$ cat config.mk
export PLATFORM = sky130hd
export DESIGN_NAME = clock_tracking_pi_loop
export DESIGN_NICKNAME = d
export VERILOG_FILES = /design/src/rtl/ctpl_pkg.sv /design/src/rtl/ctpl_cfg.sv /design/src/rtl/ctpl_gain.sv /design/src/rtl/ctpl_core.sv /design/src/rtl/clock_tracking_pi_loop.sv
export SDC_FILE = /design/constraint.sdc
export NUM_CORES = 2
export LEC_CHECK = 0
export CAP_MARGIN = 20
export CORE_ASPECT_RATIO = 0.8
export CORE_MARGIN = 5
export CORE_UTILIZATION = 40
export CTS_CLUSTER_DIAMETER = 80
export CTS_CLUSTER_SIZE = 14
export DETAILED_ROUTE_END_ITERATION = 7
export DONT_BUFFER_PORTS = 1
export GPL_TIMING_DRIVEN = 0
export PLACE_DENSITY = 0.57
export SYNTH_ARGS = -nofsm -noshare
export SYNTH_HDL_FRONTEND = slang
export SYNTH_SLANG_ARGS = --single-unit
export TNS_END_PERCENT = 50
$ cat constraint.sdc
create_clock -name clk -period 27.7 [get_ports clk]
set_input_delay 2.77 -clock clk [delete_from_list [all_inputs] [get_ports clk]]
set_output_delay 2.77 -clock clk [all_outputs]
set_load 0.01 [all_outputs]
$ cat src/rtl/ctpl_pkg.sv
`timescale 1ns / 1ps

package ctpl_pkg;

  typedef enum logic [1:0] {
    MODE_ADVANCE = 2'd0,
    MODE_REVERT  = 2'd1,
    MODE_LOAD    = 2'd2
  } mode_t;

  localparam logic [2:0] REG_GAIN_ALPHA = 3'd0;
  localparam logic [2:0] REG_GAIN_BETA  = 3'd1;
  localparam logic [2:0] REG_PERIOD_HI  = 3'd2;
  localparam logic [2:0] REG_PERIOD_LO  = 3'd3;
  localparam logic [2:0] REG_NOM_PERIOD = 3'd4;

  typedef struct packed {
    logic signed [24:0] gain_alpha;
    logic signed [24:0] gain_beta;
    logic [23:0]        period_hi;
    logic [23:0]        period_lo;
    logic [23:0]        nom_used;
  } cfg_t;

  // Fall back to the min/max midpoint when nominal lies outside the clamp range.
  function automatic logic [23:0] nom_pick(input logic [23:0] nom,
                                           input logic [23:0] mn,
                                           input logic [23:0] mx);
    logic [24:0] sum;
    sum = {1'b0, mn} + {1'b0, mx};
    if (nom < mn || nom > mx) begin
      return sum[24:1];
    end
    return nom;
  endfunction

endpackage

$ cat src/rtl/ctpl_cfg.sv
`timescale 1ns / 1ps

module ctpl_cfg #(
  parameter int FRAC_BITS = 16
) (
  input  logic                clk,
  input  logic                rst,
  input  logic                psel,
  input  logic                penable,
  input  logic                pwrite,
  input  logic [4:0]          paddr,
  input  logic [31:0]         pwdata,
  output logic [31:0]         prdata,
  output logic                pready,
  output ctpl_pkg::cfg_t      cfg
);
  import ctpl_pkg::*;

  localparam logic [23:0] RST_MAX = 24'(3 << FRAC_BITS);
  localparam logic [23:0] RST_MIN = 24'(1 << FRAC_BITS);
  localparam logic [23:0] RST_NOM = 24'(2 << FRAC_BITS);

  logic signed [24:0] gain_alpha;
  logic signed [24:0] gain_beta;
  logic [23:0]        period_hi;
  logic [23:0]        period_lo;
  logic [23:0]        nom_period;
  logic [2:0]         reg_idx;
  logic               wr_en;

  assign pready  = 1'b1;
  assign reg_idx = paddr[4:2];
  assign wr_en   = psel && penable && pwrite && pready;

  always_ff @(posedge clk) begin
    if (rst) begin
      gain_alpha <= '0;
      gain_beta  <= '0;
      period_hi  <= RST_MAX;
      period_lo  <= RST_MIN;
      nom_period <= RST_NOM;
    end else if (wr_en) begin
      unique case (reg_idx)
        REG_GAIN_ALPHA: gain_alpha <= pwdata[24:0];
        REG_GAIN_BETA:  gain_beta  <= pwdata[24:0];
        REG_PERIOD_HI:  period_hi  <= pwdata[23:0];
        REG_PERIOD_LO:  period_lo  <= pwdata[23:0];
        REG_NOM_PERIOD: nom_period <= pwdata[23:0];
        default: ;
      endcase
    end
  end

  always_comb begin
    unique case (reg_idx)
      REG_GAIN_ALPHA: prdata = 32'(gain_alpha);
      REG_GAIN_BETA:  prdata = 32'(gain_beta);
      REG_PERIOD_HI:  prdata = {8'd0, period_hi};
      REG_PERIOD_LO:  prdata = {8'd0, period_lo};
      REG_NOM_PERIOD: prdata = {8'd0, nom_period};
      default:        prdata = '0;
    endcase
  end

  assign cfg.gain_alpha = gain_alpha;
  assign cfg.gain_beta  = gain_beta;
  assign cfg.period_hi  = period_hi;
  assign cfg.period_lo  = period_lo;
  assign cfg.nom_used   = nom_pick(nom_period, period_lo, period_hi);

endmodule

$ cat src/rtl/ctpl_gain.sv
`timescale 1ns / 1ps

module ctpl_gain #(
  parameter int FRAC_BITS = 16,
  localparam int GAIN_FRAC = FRAC_BITS + 4,
  localparam int GM_W      = 44 - GAIN_FRAC
) (
  input  logic                    clk,
  input  logic                    rst,
  input  ctpl_pkg::cfg_t          cfg,
  input  logic                    in_valid,
  output logic                    in_ready,
  input  logic [1:0]              in_mode,
  input  logic signed [17:0]      in_err,
  input  logic signed [24:0]      in_pload,
  output logic                    out_valid,
  input  logic                    out_ready,
  output logic [1:0]              out_mode,
  output logic signed [24:0]      out_pload,
  output logic signed [GM_W-1:0]  out_pb,
  output logic signed [GM_W:0]    out_pab
);
  import ctpl_pkg::*;

  localparam logic signed [43:0] RND = 44'sd1 <<< (GAIN_FRAC - 1);

  logic               a_valid;
  logic [1:0]         a_mode;
  logic signed [17:0] a_err;
  logic signed [24:0] a_pload;
  logic               a_adv;
  logic               b_adv;
  logic signed [42:0] prod_a;
  logic signed [42:0] prod_b;
  logic signed [43:0] rnd_a;
  logic signed [43:0] rnd_b;
  logic signed [GM_W-1:0] pa;
  logic signed [GM_W-1:0] pb;

  assign b_adv    = !out_valid || out_ready;
  assign a_adv    = !a_valid || b_adv;
  assign in_ready = a_adv;

  // Input register
  always_ff @(posedge clk) begin
    if (rst) begin
      a_valid <= 1'b0;
    end else if (a_adv) begin
      a_valid <= in_valid;
    end
  end

  always_ff @(posedge clk) begin
    if (a_adv && in_valid) begin
      a_mode  <= in_mode;
      a_err   <= in_err;
      a_pload <= in_pload;
    end
  end

  // Gain products, rounded to nearest with ties up
  assign prod_a = cfg.gain_alpha * a_err;
  assign prod_b = cfg.gain_beta * a_err;
  assign rnd_a  = 44'(prod_a) + RND;
  assign rnd_b  = 44'(prod_b) + RND;
  assign pa     = rnd_a[43:GAIN_FRAC];
  assign pb     = rnd_b[43:GAIN_FRAC];

  always_ff @(posedge clk) begin
    if (rst) begin
      out_valid <= 1'b0;
    end else if (b_adv) begin
      out_valid <= a_valid;
    end
  end

  always_ff @(posedge clk) begin
    if (b_adv && a_valid) begin
      out_mode  <= a_mode;
      out_pload <= a_pload;
      out_pb    <= pb;
      out_pab   <= (GM_W + 1)'(pa) + (GM_W + 1)'(pb);
    end
  end

endmodule

$ cat src/rtl/ctpl_core.sv
`timescale 1ns / 1ps

module ctpl_core #(
  parameter int FRAC_BITS = 16,
  localparam int GAIN_FRAC = FRAC_BITS + 4,
  localparam int GM_W      = 44 - GAIN_FRAC
) (
  input  logic                    clk,
  input  logic                    rst,
  input  ctpl_pkg::cfg_t          cfg,
  input  logic                    in_valid,
  output logic                    in_ready,
  input  logic [1:0]              in_mode,
  input  logic signed [24:0]      in_pload,
  input  logic signed [GM_W-1:0]  in_pb,
  input  logic signed [GM_W:0]    in_pab,
  output logic                    out_valid,
  input  logic                    out_ready,
  output logic [23:0]             out_avg,
  output logic signed [24:0]      out_inst,
  output logic signed [24:0]      out_phase
);
  import ctpl_pkg::*;

  localparam int WW = ((GM_W + 1 > 25) ? GM_W + 1 : 25) + 6;
  localparam logic [23:0] RST_AVG =
    nom_pick(24'(2 << FRAC_BITS), 24'(1 << FRAC_BITS), 24'(3 << FRAC_BITS));
  localparam logic signed [WW-1:0] S25_MAX = (WW'(1) <<< 24) - WW'(1);
  localparam logic signed [WW-1:0] S25_MIN = -(WW'(1) <<< 24);

  logic [23:0]        avg_now;
  logic signed [24:0] inst_now;
  logic signed [24:0] phase_now;
  logic [23:0]        avg_before;
  logic signed [24:0] inst_before;
  logic signed [24:0] phase_before;

  logic [23:0]        avg_next;
  logic signed [24:0] inst_next;
  logic signed [24:0] phase_next;
  logic [23:0]        avg_before_next;
  logic signed [24:0] inst_before_next;
  logic signed [24:0] phase_before_next;

  logic signed [WW-1:0] avg_w;
  logic signed [WW-1:0] inst_w;
  logic signed [WW-1:0] inst_s;
  logic signed [WW-1:0] ph_w;
  logic signed [WW-1:0] max_w;
  logic signed [WW-1:0] min_w;
  logic [23:0]          avg_c;
  logic signed [24:0]   ph_s;
  logic                 take;

  assign in_ready = !out_valid || out_ready;
  assign take     = in_valid && in_ready;

  // Advance datapath
  always_comb begin
    avg_w  = WW'(avg_now) + WW'(in_pb);
    inst_w = WW'(avg_now) + WW'(in_pab);
    if (inst_w > S25_MAX) begin
      inst_s = S25_MAX;
    end else if (inst_w < S25_MIN) begin
      inst_s = S25_MIN;
    end else begin
      inst_s = inst_w;
    end
    ph_w = WW'(phase_now) + inst_s;
    // Two wrap passes against the unclamped average
    for (int k = 0; k < 2; k++) begin
      if ((ph_w <<< 1) > avg_w) begin
        ph_w = ph_w - avg_w;
      end else if ((ph_w <<< 1) <= -avg_w) begin
        ph_w = ph_w + avg_w;
      end
    end
    if (ph_w > S25_MAX) begin
      ph_s = S25_MAX[24:0];
    end else if (ph_w < S25_MIN) begin
      ph_s = S25_MIN[24:0];
    end else begin
      ph_s = ph_w[24:0];
    end
    max_w = WW'(cfg.period_hi);
    min_w = WW'(cfg.period_lo);
    if (avg_w > max_w) begin
      avg_c = cfg.period_hi;
    end else if (avg_w < min_w) begin
      avg_c = cfg.period_lo;
    end else begin
      avg_c = avg_w[23:0];
    end
  end

  always_comb begin
    avg_next          = avg_now;
    inst_next         = inst_now;
    phase_next        = phase_now;
    avg_before_next   = avg_before;
    inst_before_next  = inst_before;
    phase_before_next = phase_before;
    unique case (in_mode)
      MODE_ADVANCE: begin
        avg_before_next   = avg_now;
        inst_before_next  = inst_now;
        phase_before_next = phase_now;
        avg_next          = avg_c;
        inst_next         = inst_s[24:0];
        phase_next        = ph_s;
      end
      MODE_REVERT: begin
        avg_next   = avg_before;
        inst_next  = inst_before;
        phase_next = phase_before;
      end
      MODE_LOAD: begin
        avg_next          = cfg.nom_used;
        inst_next         = 25'(cfg.nom_used);
        phase_next        = in_pload;
        avg_before_next   = cfg.nom_used;
        inst_before_next  = 25'(cfg.nom_used);
        phase_before_next = in_pload;
      end
      default: ;
    endcase
  end

  always_ff @(posedge clk) begin
    if (rst) begin
      avg_now      <= RST_AVG;
      inst_now     <= 25'(RST_AVG);
      phase_now    <= '0;
      avg_before   <= RST_AVG;
      inst_before  <= 25'(RST_AVG);
      phase_before <= '0;
    end else if (take) begin
      avg_now      <= avg_next;
      inst_now     <= inst_next;
      phase_now    <= phase_next;
      avg_before   <= avg_before_next;
      inst_before  <= inst_before_next;
      phase_before <= phase_before_next;
    end
  end

  // Result register
  always_ff @(posedge clk) begin
    if (rst) begin
      out_valid <= 1'b0;
    end else if (in_ready) begin
      out_valid <= in_valid;
    end
  end

  always_ff @(posedge clk) begin
    if (take) begin
      out_avg   <= avg_next;
      out_inst  <= inst_next;
      out_phase <= phase_next;
    end
  end

`ifndef NO_ASSERTIONS
  a_revert_restores: assert property (@(posedge clk) disable iff (rst)
    take && in_mode == MODE_REVERT |=>
      avg_now == $past(avg_before) && phase_now == $past(phase_before))
    else $error("revert did not restore saved state");

  a_load_syncs_saved: assert property (@(posedge clk) disable iff (rst)
    take && in_mode == MODE_LOAD |=>
      avg_now == avg_before && inst_now == inst_before && phase_now == phase_before)
    else $error("load left saved state unequal");

  a_advance_saves: assert property (@(posedge clk) disable iff (rst)
    take && in_mode == MODE_ADVANCE |=>
      avg_before == $past(avg_now) && phase_before == $past(phase_now))
    else $error("advance did not save previous state");

  a_result_matches_state: assert property (@(posedge clk) disable iff (rst)
    $past(take) |-> out_avg == avg_now && out_phase == phase_now)
    else $error("result word differs from updated state");
`endif

endmodule

$ cat src/rtl/clock_tracking_pi_loop.sv
`timescale 1ns / 1ps

// Symbol clock tracking PI loop. Each input word (tuser selects advance, revert or
// load) yields one result word with the average period, instantaneous period and
// wrapped phase after the step. A new word is accepted every cycle while the output
// is not stalled; the result passes through the input register, the registered
// gain products and the state/result register. The state loop (period add, phase
// add, two wrap passes, clamp) is combinational around the state register, which
// allows one word per clock. Write the APB registers only while no word is in flight.
module clock_tracking_pi_loop #(
  parameter int FRAC_BITS = 16
) (
  input  logic        clk,
  input  logic        rst,
  input  logic        psel,
  input  logic        penable,
  input  logic        pwrite,
  input  logic [4:0]  paddr,
  input  logic [31:0] pwdata,
  output logic [31:0] prdata,
  output logic        pready,
  input  logic        s_tvalid,
  output logic        s_tready,
  input  logic [47:0] s_tdata,   // timing_error[17:0], phase_load[42:18], zero fill
  input  logic [1:0]  s_tuser,   // mode[1:0]
  output logic        m_tvalid,
  input  logic        m_tready,
  output logic [79:0] m_tdata    // avg_period[23:0], inst_period[48:24],
                                 // clock_phase[73:49], zero fill
);
  import ctpl_pkg::*;

  localparam int GM_W = 44 - (FRAC_BITS + 4);

  cfg_t                  cfg;
  logic                  g_valid;
  logic                  g_ready;
  logic [1:0]            g_mode;
  logic signed [24:0]    g_pload;
  logic signed [GM_W-1:0] g_pb;
  logic signed [GM_W:0]  g_pab;
  logic [23:0]           r_avg;
  logic signed [24:0]    r_inst;
  logic signed [24:0]    r_phase;

  ctpl_cfg #(.FRAC_BITS(FRAC_BITS)) u_cfg (
    .clk     (clk),
    .rst     (rst),
    .psel    (psel),
    .penable (penable),
    .pwrite  (pwrite),
    .paddr   (paddr),
    .pwdata  (pwdata),
    .prdata  (prdata),
    .pready  (pready),
    .cfg     (cfg)
  );

  ctpl_gain #(.FRAC_BITS(FRAC_BITS)) u_gain (
    .clk       (clk),
    .rst       (rst),
    .cfg       (cfg),
    .in_valid  (s_tvalid),
    .in_ready  (s_tready),
    .in_mode   (s_tuser),
    .in_err    (s_tdata[17:0]),
    .in_pload  (s_tdata[42:18]),
    .out_valid (g_valid),
    .out_ready (g_ready),
    .out_mode  (g_mode),
    .out_pload (g_pload),
    .out_pb    (g_pb),
    .out_pab   (g_pab)
  );

  ctpl_core #(.FRAC_BITS(FRAC_BITS)) u_core (
    .clk       (clk),
    .rst       (rst),
    .cfg       (cfg),
    .in_valid  (g_valid),
    .in_ready  (g_ready),
    .in_mode   (g_mode),
    .in_pload  (g_pload),
    .in_pb     (g_pb),
    .in_pab    (g_pab),
    .out_valid (m_tvalid),
    .out_ready (m_tready),
    .out_avg   (r_avg),
    .out_inst  (r_inst),
    .out_phase (r_phase)
  );

  assign m_tdata = {6'd0, r_phase, r_inst, r_avg};

endmodule

==> key figures <==
Finish
  • Proportion of layout cells with a drive suffix above 1: 3.23%
  • Layout Nets: about 9,700
  • Filler Cells Inserted: 16,900
  • Final Non-Filler Cells: 10,400
  • Multi-input gate area: 0.0512 mm²
  • P&R area growth vs syn: 7.55%
  • Register area: 0.0113 mm²
  • Post-Route Utilization: 43.3%

Clock network
  • CTS Buf Count: 46
  • H-Tree Depth: 2
  • Cts hold-fix bufs: 0
  • Clk slew on worst S/H paths: 0.07 ns
  • CTS tree: done
  • Postcts setup bufs: 0
  • Root Buffer: clkbuf_16
  • Insertion delay to the later sink of the worst-skew pair: 0.67 ns
  • CTS Buffer Depth: 3
  • PostCTS Resize Cnt: 0
  • Sink Count: roughly 470

Min path
  • WHS Path Cells: 0
  • Min-delay worst type: reg -> reg

Worst setup path
  • Cell depth of the worst flop-to-flop path: 52
  • CP delay by family, top: compound AO/OA/AOI/OAI gates
  • Most frequent CP cell: clkbuf_1
  • CP bufs+invs: 8
  • CP Class: reg -> reg
  • Worst path slowest cell: a311oi_1
  • Critical path data arrival time: between 15 and 20 ns
  • Crit start category: flop
  • Worst path depth: 52
  • Critical path required time: 28.09 ns
  • Crit end category: flop
  • Worst path max stage delay: ~1.1 ns
  • Critical path fanouts, max: 10

Floorplan
  • Die height: 379 µm
  • Ports: 209
  • Area of the die: 0.179 mm²
  • Die X: 472 µm
  • Initial core utilization: 40.3%
  • FP Rows: 135
  • Core area: 0.169 mm²

Timing
  • Minimum clock period: 19.03 ns
  • Fmax: roughly 53 MHz
  • Final Slew Violations: 0
  • Worst-margin pin slew: 1.33 ns
  • Slew headroom: 11.3%
  • Endpoints failing hold: 0
  • Setup violators final: 0
  • Fin Setup TNS: 0 ns
  • Crit share post-route: 68.7%
  • Clk_skew: ~0.044 ns
  • Setup WS post-layout: slightly below 9 ns
  • RSZ-0062 raised after global routing: false

Placed design
  • Dpl ws: 9.75 ns
  • Placed wire-length estimate: approximately 240 mm
  • I/O Buffers: 0
  • RD Place Congestion: ~1.1
  • Inst Count DP: 10,300

Yosys
  • Synth warn: 0
  • Syn Area/Cell: roughly 8.5 µm²
  • Seq/Total Area, Yosys: 16.6%
  • Unique masters post-synth: 107
  • Top_reg_cell synth: dfxtp_1
  • EDFF count, synth: 195
  • FF+latch count, synth: 468
  • Post-synthesis async set-or-reset flop share: 0%
  • Synth Instances: 7,994
  • Post-Syn Area: around 0.068 mm²

Power
  • Static leakage: about 32 nW
  • P per Cell Area: 106 mW/mm²
  • Max VDD drop: 0.000168 V

Drt
  • Wire per inst: around 28 µm
  • DR vias: approximately 62,000
  • Iter 0 DRT Violations: slightly below 8,000
  • DRC Markers: 0
  • Post-route ant nets: 0
  • Vias per cell: around 6.0
  • DR pass1 iterations: 6
  • DRT Wirelength: 292 mm

Global route
  • Largest net degree at the start of global routing: 52
  • Met3 usage: 10.4%
  • Met1 usage: 48.4%
  • First-pass GRT wire length: 420 mm
  • GR Layer Usage met2: between 40% and 50%
  • Global route hottest layer: met1
  • Gr usage total: 31.9%
  • Initial antenna violation count: 25
  • Grt total ovfl: 0
  • Vias in the first global route: 59,000

Flow run
  • Total of max-cap violations: 0

Status
  • Run status: finished clean
## final cells by class
| class | count | area share (%) |
|---|---|---|
| clock buffer | 66 | 1.74 |
| multi-input combinational | 5984 | 69.8 |
| tap | 2260 | 3.85 |
| timing repair buffer | 48 | 0.767 |
| sequential | 468 | 15.4 |
| clock inverter | 18 | 0.320 |
| inverter | 1078 | 5.51 |
| buffer | 469 | 2.54 |
| antenna | 12 | 0.0409 |
## final timing paths
| kind | to | from | slack, ns |
|---|---|---|---|
| worst max-delay path | u_core.out_phase[0]$_DFFE_PP_ | u_core.avg_now[2]$_SDFFE_PP0P_ | 8.67 |
| worst min-delay path | u_gain.out_pload[17]$_DFFE_PP_ | u_gain.a_pload[17]$_DFFE_PP_ | 0.41 |
| worst max register to register | u_core.out_phase[0]$_DFFE_PP_ | u_core.avg_now[2]$_SDFFE_PP0P_ | 8.67 |
| worst min register to register | u_gain.out_pload[17]$_DFFE_PP_ | u_gain.a_pload[17]$_DFFE_PP_ | 0.41 |
## routing by layer
layer  share of wire [%]  vias up
li1                    -    26800
met2                  38     3671
met5               0.048        -
met4                 3.8       20
met1                  45    31200
met3                  14      488
## metrics by stage
step / total power [mW] / hold slack (ns) / cell area [µm²]
after floorplan: 4.52 / 0.400 / 68300
after global placement: 6.69 / 0.405 / 71100
after detailed placement: 6.77 / 0.405 / 71800
after CTS: 7.45 / 0.415 / 73300
after global routing: 8.13 / 0.421 / 73400
final: 7.76 / 0.414 / 73400
## layout by cell type, fill, tap and decap left out, drive strengths merged, types with 123 or more instances in the layout
| cell | instances |
|---|---|
| dfxtp | 273 |
| edfxtp | 195 |
| xnor2 | 128 |
| inv | 1084 |
| nand2 | 1184 |
| and2 | 291 |
| nor2 | 502 |
| a21oi | 494 |
| o21ai | 273 |
| clkbuf | 492 |
| a21o | 123 |
| fa | 899 |
| ha | 654 |
## cell families after synthesis
kind of cell,share of synthesized area [%]
flops,16.6
buf+inv,8.66
xor+xnor,2.18
compound gates,16.7
mux,1.09
other cells,0.0110
simple gates,16.4
fa+ha+maj,38.4
## cells in the mapped netlist, drive strengths merged (45+ instances only)
cell type | number | area, µm²
o211ai | 53 | 403
o21ai | 273 | 1370
mux2i | 54 | 541
ha | 654 | 8180
nand2b | 101 | 632
inv | 1077 | 4040
o22ai | 71 | 444
nor2 | 502 | 1880
nand2 | 1184 | 4450
a311oi | 45 | 394
nor3 | 98 | 495
a211oi | 101 | 781
clkbuf | 424 | 1590
o21bai | 56 | 420
xnor2 | 128 | 1120
fa | 899 | 18000
edfxtp | 195 | 5860
nand3 | 85 | 430
buf | 45 | 272
a21o | 123 | 923
and2 | 291 | 1820
dfxtp | 273 | 5470
o21a | 63 | 473
a22oi | 61 | 463
a21oi | 494 | 2480
## report_power, final
| part | leakage [nW] | internal (mW) | switching (mW) |
|---|---|---|---|
| Combinational | 27.0 | 1.89 | 4.37 |
| Clock | 0.728 | 0.340 | 0.318 |
| Sequential | 4.06 | 0.800 | 0.0449 |
| Total | 31.8 | 3.03 | 4.74 |
No activity file was read; power rests on OpenSTA's default activity.
